==> config.mk <==
export PLATFORM = sky130hd
export DESIGN_NAME = pcm_loop_fade_sequencer
export DESIGN_NICKNAME = d
export VERILOG_FILES = /design/src/rtl/plfs_pkg.sv /design/src/rtl/plfs_div.sv /design/src/rtl/pcm_loop_fade_sequencer.sv
export SDC_FILE = /design/constraint.sdc
export NUM_CORES = 2
export LEC_CHECK = 0
export ABC_AREA = 1
export BUFFER_PORTS_ARGS = -buffer_cell sky130_fd_sc_hd__clkbuf_2
export CAP_MARGIN = 40
export CORE_UTILIZATION = 58
export DETAILED_ROUTE_END_ITERATION = 16
export PLACE_DENSITY = 0.82
export SYNTH_ARGS = -nofsm -noshare
export SYNTH_HDL_FRONTEND = slang
export SYNTH_SLANG_ARGS = --single-unit
==> constraint.sdc <==
create_clock -name clk_i -period 7.5 [get_ports clk_i]
set_input_delay 1.5 -clock clk_i [delete_from_list [all_inputs] [get_ports clk_i]]
set_output_delay 1.5 -clock clk_i [all_outputs]
set_load 0.1 [all_outputs]
==> src/rtl/plfs_pkg.sv <==
// Package for the looping PCM fade sequencer: word types, register indexes,
// opcodes, sequencer states and reset constants.
// No dependencies; every other file of the block imports it.
`default_nettype none

package plfs_pkg;

  localparam int RATE_HZ_DEF    = 44100;
  localparam int FADE_SEC_MAX   = 63;
  localparam int LOOP_COUNT_RST = 2;
  localparam int FADE_SEC_RST   = 8;

  typedef enum logic [1:0] {
    CFG_TOTAL_FRAMES  = 2'd0,
    CFG_RESTART_FRAME = 2'd1,
    CFG_PASS_COUNT    = 2'd2,
    CFG_FADE_SECONDS  = 2'd3
  } cfg_idx_e;

  typedef enum logic {
    OP_PLAY = 1'b0,
    OP_SEEK = 1'b1
  } opcode_e;

  typedef enum logic [2:0] {
    ST_IDLE,
    ST_EXEC,
    ST_MUL,
    ST_DIV,
    ST_DIV_WAIT,
    ST_DONE
  } st_e;

  typedef struct packed {
    logic               opcode;
    logic signed [15:0] left_sample;
    logic signed [15:0] right_sample;
    logic        [31:0] target_frame;
  } in_word_t;

  typedef struct packed {
    logic signed [15:0] left_out;
    logic signed [15:0] right_out;
    logic               sample_valid;
    logic        [31:0] next_frame;
    logic               finished;
    logic               fade_active;
  } out_word_t;

endpackage

`default_nettype wire

==> src/rtl/plfs_div.sv <==
// Shared restoring divider of the fade sequencer, one quotient bit per cycle.
// Uses plfs_pkg only by convention; it is a self-contained unsigned divider.
`default_nettype none

module plfs_div
  import plfs_pkg::*;
#(
  parameter int DivN = 38,
  parameter int DivD = 32
) (
  input  wire logic            clk_i,
  input  wire logic            rst_ni,
  input  wire logic            start_i,
  input  wire logic [DivN-1:0] dividend_i,
  input  wire logic [DivD-1:0] divisor_i,
  output logic                 done_o,
  output logic      [DivN-1:0] quotient_o,
  output logic      [DivD-1:0] remainder_o
);

  localparam int CntW = (DivN > 1) ? $clog2(DivN) : 1;
  localparam logic [CntW-1:0] CntLast = CntW'(DivN - 1);

  logic            busy_q;
  logic            done_q;
  logic [CntW-1:0] cnt_q;
  logic [DivN-1:0] quo_q;
  logic [DivD-1:0] rem_q;
  logic [DivD-1:0] dsr_q;

  logic [DivD:0]   trial;
  logic [DivD:0]   diff;
  logic            fits;

  // The dividend shifts out of quo_q at the top while quotient bits enter below.
  assign trial = {rem_q, quo_q[DivN-1]};
  assign diff  = trial - {1'b0, dsr_q};
  assign fits  = !diff[DivD];

  always_ff @(posedge clk_i or negedge rst_ni) begin
    if (!rst_ni) begin
      busy_q <= 1'b0;
      done_q <= 1'b0;
      cnt_q  <= '0;
    end else begin
      done_q <= 1'b0;
      if (start_i) begin
        busy_q <= 1'b1;
        cnt_q  <= '0;
      end else if (busy_q) begin
        cnt_q <= cnt_q + 1'b1;
        if (cnt_q == CntLast) begin
          busy_q <= 1'b0;
          done_q <= 1'b1;
        end
      end
    end
  end

  always_ff @(posedge clk_i) begin
    if (start_i) begin
      quo_q <= dividend_i;
      rem_q <= '0;
      dsr_q <= divisor_i;
    end else if (busy_q) begin
      quo_q <= {quo_q[DivN-2:0], fits};
      rem_q <= fits ? diff[DivD-1:0] : trial[DivD-1:0];
    end
  end

  assign done_o      = done_q;
  assign quotient_o  = quo_q;
  assign remainder_o = rem_q;

endmodule

`default_nettype wire

==> src/rtl/pcm_loop_fade_sequencer.sv <==
// Looping stereo PCM sequencer with linear fade-out; top level and sequencer.
// Plain play and seek words inside the intro go from execute straight to the result.
// A seek into the loop runs one division (DivN = 38 by default).
// A play word during the fade runs one multiply and one division per channel
// on the shared divider; one word at a time.
// Reset is asynchronous: playback ended, registers at their defaults, no result.
`default_nettype none

module pcm_loop_fade_sequencer
  import plfs_pkg::*;
#(
  parameter int RateHz = RATE_HZ_DEF
) (
  input  wire logic      clk_i,
  input  wire logic      rst_ni,
  input  wire logic      cfg_we_i,
  input  wire logic [1:0] cfg_idx_i,
  input  wire logic [31:0] cfg_wdata_i,
  input  wire logic      in_valid_i,
  output logic           in_stall_o,
  input  wire in_word_t  in_word_i,
  output logic           out_valid_o,
  input  wire logic      out_stall_i,
  output out_word_t      out_word_o
);

  localparam int FadeW = $clog2(FADE_SEC_MAX * RateHz + 1);
  localparam int ProdW = 16 + FadeW;
  localparam int DivN  = (ProdW > 32) ? ProdW : 32;
  localparam int DivD  = 32;

  // Configuration registers.
  logic [31:0]      total_q;
  logic [31:0]      restart_q;
  logic [6:0]       loop_count_q;
  logic [FadeW-1:0] flen_q;

  // Playback state.
  logic [31:0]      pos_q;
  logic [6:0]       loops_q;
  logic             forever_q;
  logic             fade_on_q;
  logic [FadeW-1:0] fpos_q;
  logic             ended_q;

  // Latched word and work registers.
  logic             op_q;
  logic signed [15:0] left_q;
  logic signed [15:0] right_q;
  logic [31:0]      target_q;
  logic [FadeW-1:0] factor_q;
  logic             ch_q;
  logic [ProdW-1:0] prod_q;
  logic             neg_q;
  logic [31:0]      lcl_q;
  logic [15:0]      res_l_q;
  logic [15:0]      res_r_q;
  logic             valid_q;

  logic             out_valid_q;
  out_word_t        out_word_q;

  st_e state_q, state_d;

  logic             has_loop;
  logic             at_end;
  logic [31:0]      loop_len;
  logic [31:0]      past;
  logic             fade_start;
  logic             play_fade;
  logic [FadeW-1:0] play_fpos;
  logic [6:0]       play_loops;
  logic [FadeW:0]   fpos_inc;
  logic             exec_to_mul;
  logic             exec_to_div;
  logic signed [15:0] sample;
  logic [15:0]      mag;
  logic [ProdW-1:0] prod;
  logic [15:0]      qval;
  logic [31:0]      in_fade;
  logic [31:0]      next_frame;
  logic             out_free;

  logic             div_start;
  logic [DivN-1:0]  div_dividend;
  logic [DivD-1:0]  div_divisor;
  logic             div_done;
  logic [DivN-1:0]  div_quo;
  logic [DivD-1:0]  div_rem;

  assign has_loop = restart_q < total_q;
  assign at_end   = pos_q >= total_q;
  assign loop_len = total_q - restart_q;
  assign past     = target_q - restart_q;
  assign in_fade  = past - lcl_q;

  // A wrap on the last finite loop (or with the count already spent) starts the fade.
  always_comb begin
    fade_start = at_end && !fade_on_q && !forever_q && (loops_q <= 7'd1);
    play_fade  = fade_on_q || fade_start;
    play_fpos  = fade_start ? '0 : fpos_q;
    play_loops = loops_q;
    if (at_end && !fade_on_q && !forever_q) begin
      play_loops = (loops_q <= 7'd1) ? 7'd0 : loops_q - 7'd1;
    end
    fpos_inc = {1'b0, play_fpos} + 1'b1;
  end

  assign exec_to_mul = (op_q == OP_PLAY) && !ended_q && !(at_end && !has_loop) &&
                       play_fade && (play_fpos < flen_q);
  assign exec_to_div = (op_q == OP_SEEK) && has_loop && (target_q > restart_q);

  assign sample = ch_q ? right_q : left_q;
  assign mag    = sample[15] ? 16'(-sample) : 16'(sample);
  assign prod   = ProdW'(mag) * ProdW'(factor_q);
  assign qval   = neg_q ? 16'(-div_quo[15:0]) : div_quo[15:0];

  assign next_frame = (!ended_q && at_end && has_loop) ? restart_q : pos_q;
  assign out_free   = !out_valid_q || !out_stall_i;

  assign div_start    = (state_q == ST_DIV);
  assign div_dividend = (op_q == OP_SEEK) ? DivN'(past) : DivN'(prod_q);
  assign div_divisor  = (op_q == OP_SEEK) ? loop_len : DivD'(flen_q);

  plfs_div #(
    .DivN(DivN),
    .DivD(DivD)
  ) u_div (
    .clk_i      (clk_i),
    .rst_ni     (rst_ni),
    .start_i    (div_start),
    .dividend_i (div_dividend),
    .divisor_i  (div_divisor),
    .done_o     (div_done),
    .quotient_o (div_quo),
    .remainder_o(div_rem)
  );

  always_comb begin
    state_d = state_q;
    unique case (state_q)
      ST_IDLE: begin
        if (in_valid_i) begin
          state_d = ST_EXEC;
        end
      end
      ST_EXEC: begin
        if (exec_to_mul) begin
          state_d = ST_MUL;
        end else if (exec_to_div) begin
          state_d = ST_DIV;
        end else begin
          state_d = ST_DONE;
        end
      end
      ST_MUL:  state_d = ST_DIV;
      ST_DIV:  state_d = ST_DIV_WAIT;
      ST_DIV_WAIT: begin
        if (div_done) begin
          state_d = (op_q == OP_PLAY && !ch_q) ? ST_MUL : ST_DONE;
        end
      end
      ST_DONE: begin
        if (out_free) begin
          state_d = ST_IDLE;
        end
      end
      default: state_d = ST_IDLE;
    endcase
  end

  always_ff @(posedge clk_i or negedge rst_ni) begin
    if (!rst_ni) begin
      state_q <= ST_IDLE;
    end else begin
      state_q <= state_d;
    end
  end

  always_ff @(posedge clk_i or negedge rst_ni) begin
    if (!rst_ni) begin
      total_q      <= '0;
      restart_q    <= '0;
      loop_count_q <= 7'(LOOP_COUNT_RST);
      flen_q       <= FadeW'(FADE_SEC_RST * RateHz);
    end else if (cfg_we_i) begin
      unique case (cfg_idx_i)
        CFG_TOTAL_FRAMES:  total_q      <= cfg_wdata_i;
        CFG_RESTART_FRAME: restart_q    <= cfg_wdata_i;
        CFG_PASS_COUNT:    loop_count_q <= cfg_wdata_i[6:0];
        CFG_FADE_SECONDS:  flen_q       <= FadeW'(32'(cfg_wdata_i[5:0]) * RateHz);
        default: ;
      endcase
    end
  end

  always_ff @(posedge clk_i or negedge rst_ni) begin
    if (!rst_ni) begin
      pos_q     <= '0;
      loops_q   <= '0;
      forever_q <= 1'b0;
      fade_on_q <= 1'b0;
      fpos_q    <= '0;
      ended_q   <= 1'b1;
    end else begin
      unique case (state_q)
        ST_EXEC: begin
          if (op_q == OP_SEEK) begin
            ended_q   <= 1'b0;
            fade_on_q <= 1'b0;
            fpos_q    <= '0;
            forever_q <= (loop_count_q == 7'd0);
            if (!has_loop) begin
              pos_q   <= (target_q < total_q) ? target_q : total_q;
              loops_q <= '0;
            end else if (target_q <= restart_q) begin
              pos_q   <= target_q;
              loops_q <= loop_count_q;
            end else begin
              loops_q <= '0;
            end
          end else if (!ended_q) begin
            if (at_end && !has_loop) begin
              ended_q <= 1'b1;
            end else begin
              pos_q   <= (at_end ? restart_q : pos_q) + 32'd1;
              loops_q <= play_loops;
              if (play_fade) begin
                fade_on_q <= 1'b1;
                if (play_fpos >= flen_q) begin
                  fpos_q  <= play_fpos;
                  ended_q <= 1'b1;
                end else begin
                  fpos_q  <= fpos_inc[FadeW-1:0];
                  ended_q <= (fpos_inc >= {1'b0, flen_q});
                end
              end
            end
          end
        end
        ST_DIV_WAIT: begin
          if (div_done && op_q == OP_SEEK) begin
            pos_q <= restart_q + div_rem;
            if (!forever_q) begin
              if (div_quo >= DivN'(loop_count_q)) begin
                // Past every loop pass: land inside the fade, or at its end.
                fade_on_q <= 1'b1;
                fpos_q    <= (in_fade < 32'(flen_q)) ? FadeW'(in_fade) : flen_q;
                ended_q   <= (in_fade >= 32'(flen_q));
              end else begin
                loops_q <= loop_count_q - div_quo[6:0];
              end
            end
          end
        end
        default: ;
      endcase
    end
  end

  always_ff @(posedge clk_i) begin
    unique case (state_q)
      ST_IDLE: begin
        if (in_valid_i) begin
          op_q     <= in_word_i.opcode;
          left_q   <= in_word_i.left_sample;
          right_q  <= in_word_i.right_sample;
          target_q <= in_word_i.target_frame;
        end
      end
      ST_EXEC: begin
        lcl_q    <= 32'(39'(loop_count_q) * 39'(loop_len));
        factor_q <= flen_q - play_fpos;
        ch_q     <= 1'b0;
        valid_q  <= (op_q == OP_PLAY) && !ended_q && !(at_end && !has_loop);
        if (op_q == OP_PLAY && !ended_q && !(at_end && !has_loop) && !play_fade) begin
          res_l_q <= left_q;
          res_r_q <= right_q;
        end else begin
          res_l_q <= '0;
          res_r_q <= '0;
        end
      end
      ST_MUL: begin
        prod_q <= prod;
        neg_q  <= sample[15];
      end
      ST_DIV_WAIT: begin
        if (div_done && op_q == OP_PLAY) begin
          if (ch_q) begin
            res_r_q <= qval;
          end else begin
            res_l_q <= qval;
            ch_q    <= 1'b1;
          end
        end
      end
      default: ;
    endcase
  end

  always_ff @(posedge clk_i or negedge rst_ni) begin
    if (!rst_ni) begin
      out_valid_q <= 1'b0;
    end else if (state_q == ST_DONE && out_free) begin
      out_valid_q <= 1'b1;
    end else if (!out_stall_i) begin
      out_valid_q <= 1'b0;
    end
  end

  always_ff @(posedge clk_i) begin
    if (state_q == ST_DONE && out_free) begin
      out_word_q.left_out     <= res_l_q;
      out_word_q.right_out    <= res_r_q;
      out_word_q.sample_valid <= valid_q;
      out_word_q.next_frame   <= next_frame;
      out_word_q.finished     <= ended_q;
      out_word_q.fade_active  <= fade_on_q;
    end
  end

  assign in_stall_o  = (state_q != ST_IDLE);
  assign out_valid_o = out_valid_q;
  assign out_word_o  = out_word_q;

  a_div_done_in_wait: assert property (@(posedge clk_i) disable iff (!rst_ni)
    div_done |-> state_q == ST_DIV_WAIT)
    else $error("divider finished outside its wait state");

  a_mul_only_in_fade: assert property (@(posedge clk_i) disable iff (!rst_ni)
    state_q == ST_MUL |-> fade_on_q && op_q == OP_PLAY)
    else $error("fade multiply entered without an active fade");

  a_no_sample_is_zero: assert property (@(posedge clk_i) disable iff (!rst_ni)
    out_valid_q && !out_word_q.sample_valid |->
      out_word_q.left_out == 16'sd0 && out_word_q.right_out == 16'sd0)
    else $error("word without a sample carries nonzero audio");

  a_result_after_done: assert property (@(posedge clk_i) disable iff (!rst_ni)
    $rose(out_valid_q) |-> $past(state_q) == ST_DONE)
    else $error("result word raised outside the done state");

endmodule

`default_nettype wire

After elaboration in Yosys (flattened, before gate mapping) --
Cells that the tools add are included.
Cells by class: multipliers 3, equality and inequality tests 25, reduce and logical (&&, ||, !) cells 49, bitwise logic cells 1, shift operators 0, mux-type cells 84, div/mod/pow operators 0, $lt $le $gt $ge 12, add/subtract/negate cells 13
Operators by type and width (count):
- $mux 32 | 10
- $mux 22 | 11
- $mux 16 | 9
- $mux 38 | 3
- $sub 32x32->32 | 3
- $mux 7 | 10
- $lt 32x32->1 | 2
- $pmux 16 s2 | 2
- $pmux 32 s2 | 1
- $pmux 22 s2 | 1
- $ge 38x7->1 | 1
- $mul 16x22->38 | 1
- $sub 33x32->33 | 1
- $add 32x1->32 const B | 1
- $add 32x32->32 | 1
- $ge 32x22->1 | 1
- $ge 32x32->1 | 1
- $gt 32x32->1 | 1
- $le 32x32->1 | 1
- $lt 32x22->1 | 1
- $mul 7x32->32 | 1
- $neg 16->16 | 2
- $mux 1 | 24
- $add 22x1->23 const B | 1
- other kinds (38) | 97
Word-level totals: memories 0, flip-flop bits (word level) 528, logic and storage cells 225, ROM bits 0, output and inout port bits 69, latch bits 0, memory bits (writable) 0, bits of input ports 104

Depth between registers and ports, before layout --
word-level depth 13, gate-level depth with buffers 42

Modules after synthesis --
From an unflattened synthesis, not the netlist that was laid out.
Unflattened totals: cell total of the unflattened synthesis 7376, area total of the unflattened synthesis 56022.5 µm²
Modules (own cells, without submodules):
- pcm_loop_fade_sequencer | area each 48798.1 µm², sequential area each 11766.3 µm², cells an instance 6315, instances 1
- plfs_div | area each 7224.4 µm², sequential area each 2942.8 µm², cells an instance 1061, instances 1

Worst setup path before layout --
Ideal clock, no wire load.
kind reg2reg, start register ch_q, end register prod_q[30] (data pin), stages on the path, launching flop included 39, buffers on the path 3, slack -0.246 ns, arrival time 7.488 ns, library setup time 0.259 ns, clock period less this slack 7.746 ns, cells stage by stage edfxtp_1 -> buf_4 -> inv_1 -> nand2_1 -> nand2_1 -> clkbuf_1 -> ha_1 -> inv_1 -> nor2_1 -> inv_1 -> nor2_1 -> nand4_1 -> o21ai_0 -> nand2_1 -> nand2_1 -> clkbuf_1 -> nor2_1 -> fa_1 -> (+3 left out) -> fa_1 -> fa_1 -> fa_1 -> inv_1 -> fa_1 -> inv_1 -> ha_1 -> a21oi_1 -> o21ai_0 -> a21oi_1 -> o21ai_1 -> a21oi_1 -> o21ai_1 -> a21boi_1 -> o21ai_1 -> nand2_1 -> nand2_1 -> xor2_1
On the way: word-level cells in the longest chain between the ends 4
RTL lines:
- start, declared | RTL line pcm_loop_fade_sequencer.sv:52 | logic ch_q;
- start signal, assigned | RTL line pcm_loop_fade_sequencer.sv:274 | ch_q <= 1'b0;
- start signal, assigned | RTL line pcm_loop_fade_sequencer.sv:294 | ch_q <= 1'b1;
- $mux 16 (*) | RTL line pcm_loop_fade_sequencer.sv:113 | assign sample = ch_q ? right_q : left_q;
- $neg 16->16 | RTL line pcm_loop_fade_sequencer.sv:114 | assign mag = sample[15] ? 16'(-sample) : 16'(sample);
- $mux 16 (*) | RTL line pcm_loop_fade_sequencer.sv:114
- $mul 16x22->38 (*) | RTL line pcm_loop_fade_sequencer.sv:115 | assign prod = ProdW'(mag) * ProdW'(factor_q);
- named net prod[30] | RTL line pcm_loop_fade_sequencer.sv:78 | logic [ProdW-1:0] prod;
- end signal, assigned | RTL line pcm_loop_fade_sequencer.sv:285 | prod_q <= prod;
- end, declared | RTL line pcm_loop_fade_sequencer.sv:53 | logic [ProdW-1:0] prod_q;
Mark *: on every way through the listed nets, which the timed path passes. The rest lies on a longest branch. A chain may end at the register's enable or synchronous reset.

Worst setup path in the final report --
Same ends and word-level chain as after synthesis.

==> out/metrics.cfg <==
[worst_setup_path]
r2r_slack_ns = 0.09
arrival_ns = 7.84
crit_path_max_incr_delay_ns = 0.61
worst_path_most_repeated_cell = fa_1
path_max_fanout = 6
rr_startpoint = ch_q
crit_type = reg2reg
cp-start-kind = flop
endpoint_kind = flop
cpMaxStageDelayCell = or4_4
r2r-end = prod_q[30]
reg2regPathDepth = 36
cp.required_ns = 7.93

[synth]
yosysUniqueCellTypes = 71
synth_seq_cells = 528
synth_top_area_share_pct = 18.2
synth_seq_area_share_pct = 27.1
synth_top_cell_by_area = edfxtp_1
async_flop_share_pct = 31.6
synth_edf_count = 329
netlist_top_cells_area = edfxtp_1, fa_1, ha_1
synth_ff_type = edfxtp_1
ys_warn_count = 0
syn-cell-area_mm2 = 0.0543
avgSynthCellArea_um2 = 7.85
syn-num-nets = 7924
synth_cells = 6915

[min_path]
hp-start = res_l_q[11]
min_to = out_word_o[62]
hp-class = reg2reg
hold_path_depth = 0

[drt]
drc = 0
wl_per_cell_um = 21.4
routed_via_density = 5.95
drt_pass1_iterations = 7
vias = 50600
routed_wl_mm = 182
drtAntennaViolNets = 0
drt_iter0_markers = 6265

[sta]
tightestPinTransition_ns = 1.00
fin_skew_ns = 0.0486
fin_tns_setup_ns = 0
drv_slew = 0
rsz0062_at_grt = true
min_period_over_period_pct = 98.9
setup_viol = 0
fmax_mhz = 135
min_period_ns = 7.41
hold_violations = 0
slew_headroom_pct = 33.0

[cells_and_area]
n_antenna_cell = 0
mostFrequentLayoutCells = nand2_1, inv_1, nor2_1
nNetsFinal = 8221
area_growth_syn_to_layout_pct = 11.6
final_common_cell = nand2_1
drive_gt1_share_pct = 10.2

[outcome]
outcome = finished, final reports clean

[floorplan]
core_area_mm2 = 0.0922
io_pins = 173
fp.dieH_um = 308
die_w_um = 308
core.rowCount = 111
initial_core_util_pct = 58.9
dieArea_mm2 = 0.0948

[placement]
port_buffers = 172
dpl.hpwl_mm = 147
gp_congestion = 1.09

[job]
cap_violations = 0

[clock_tree]
cts_root_buf = clkbuf_16
htreeDepth = 2
path_clk_slew_ns = 0.06
numCtsBuffers = 58
clock_latency_ns = 0.70
cts_max_path_buffers = 3
cts_tree = done
cts_sinks = 528

[global_route]
grt_usage_pct = 38.2
grt_pass1_vias = 48800
grt-ovfl-total = 0
antenna_found_initial = 2
grt_max_degree = 88
grt_pass1_wl_mm = 278

-- cells by family after synthesis --
group                    share of synthesized area (%)
AND/OR/NAND/NOR                                   20.0
buffers and inverters                             9.70
AO/OA/AOI/OAI                                     12.6
adder cells (fa/ha/maj)                           26.7
flip-flops                                        27.1
XOR/XNOR                                          3.86
-- through the flow --
step                utilization [%]  area [um^2]  setup WS [ns]  cells  hold slack, ns
floorplan                         -        54300         0.0173   6915           0.400
global placement               62.5        57600         0.0312   8368           0.402
detailed placement             62.7        57800         -0.214   8375           0.405
CTS                            65.1        60000         0.0164   8488           0.419
global route                   65.7        60600         -0.141   8505           0.424
finish                         65.7        60600         0.0852   8505           0.418
-- worst max-delay path: cells and delay by family, from the launching register on --
kind                     cells  cell delay (ns)
flip-flops                   1             0.43
AND/OR/NAND/NOR             11             1.52
XOR/XNOR                     1             0.13
buffers and inverters        9             0.93
AO/OA/AOI/OAI                8             1.00
adder cells (fa/ha/maj)      7             3.15
-- worst max path at each step --
stage,from,to,slack [ns],cells after the start
floorplan,ch_q,prod_q[35],0.02,39
global placement,ch_q,prod_q[36],0.03,34
detailed placement,ch_q,prod_q[36],-0.21,34
CTS,ch_q,prod_q[36],0.02,34
global route,ch_q,prod_q[37],-0.14,38
finish,ch_q,prod_q[30],0.09,36
-- flip-flops by register name, summed over array words and instances (netlist names), 20 cells and up --
signal and count:
lcl_q 32, out_word_o 67, prod_q 38, u_div.remainder_o 32, fpos_q 22, total_q 32, flen_q 20, target_q 32
u_div.dsr_q 32, factor_q 22, u_div.quotient_o 38, restart_q 32, pos_q 32
-- layer usage --
metal | track usage [%] | up-vias | share of wire (%)
met4 | 19.3 | 2 | 5.8
met3 | 10.3 | 596 | 13
li1 | - | 22900 | -
met1 | 49.9 | 24000 | 38
met5 | 0 | - | 0.0071
met2 | 58.4 | 3076 | 43
-- synth_stat cells (12+ instances only) --
| master | number |
|---|---|
| o31ai_1 | 23 |
| clkbuf_1 | 127 |
| xnor2_1 | 85 |
| nand3b_1 | 24 |
| fa_1 | 423 |
| buf_1 | 13 |
| nand4_1 | 49 |
| nor4_1 | 26 |
| dfxtp_1 | 32 |
| a21o_1 | 24 |
| buf_2 | 33 |
| o211ai_1 | 39 |
| a31oi_1 | 22 |
| clkinv_1 | 12 |
| nor3_1 | 53 |
| o21ai_0 | 451 |
| inv_1 | 1151 |
| xor2_1 | 154 |
| a21boi_1 | 13 |
| ha_1 | 482 |
| or2_2 | 14 |
| a21oi_1 | 456 |
| o21ai_1 | 44 |
| o21bai_1 | 22 |
| nand3_1 | 231 |
| o21a_1 | 19 |
| a32o_1 | 13 |
| nand2_1 | 1596 |
| nor2_1 | 596 |
| buf_4 | 12 |
| o22ai_1 | 35 |
| nand2_2 | 25 |
| edfxtp_1 | 329 |
| dfrtp_1 | 159 |
-- cell type report --
type	count	area, um^2
Multi-Input combinational cell	5023	34900
Fill cell	7700	31600
Sequential cell	528	14700
Inverter	1172	4410
Timing Repair Buffer	428	2950
Tap cell	1243	1560
Clock buffer	69	1540
Clock inverter	41	557
Timing Repair inverter	1	5.00
-- what timing repair did --
item	CTS	global route
setup buffers	3	15
pin swaps	6	51
gates resized for setup	14	134
endpoints found under the setup margin	9	18
gates cloned	0	2
hold buffers	0	0
Power is not shown: default switching activity piles up to over one toggle a cycle in this logic, so the estimate is an artifact.
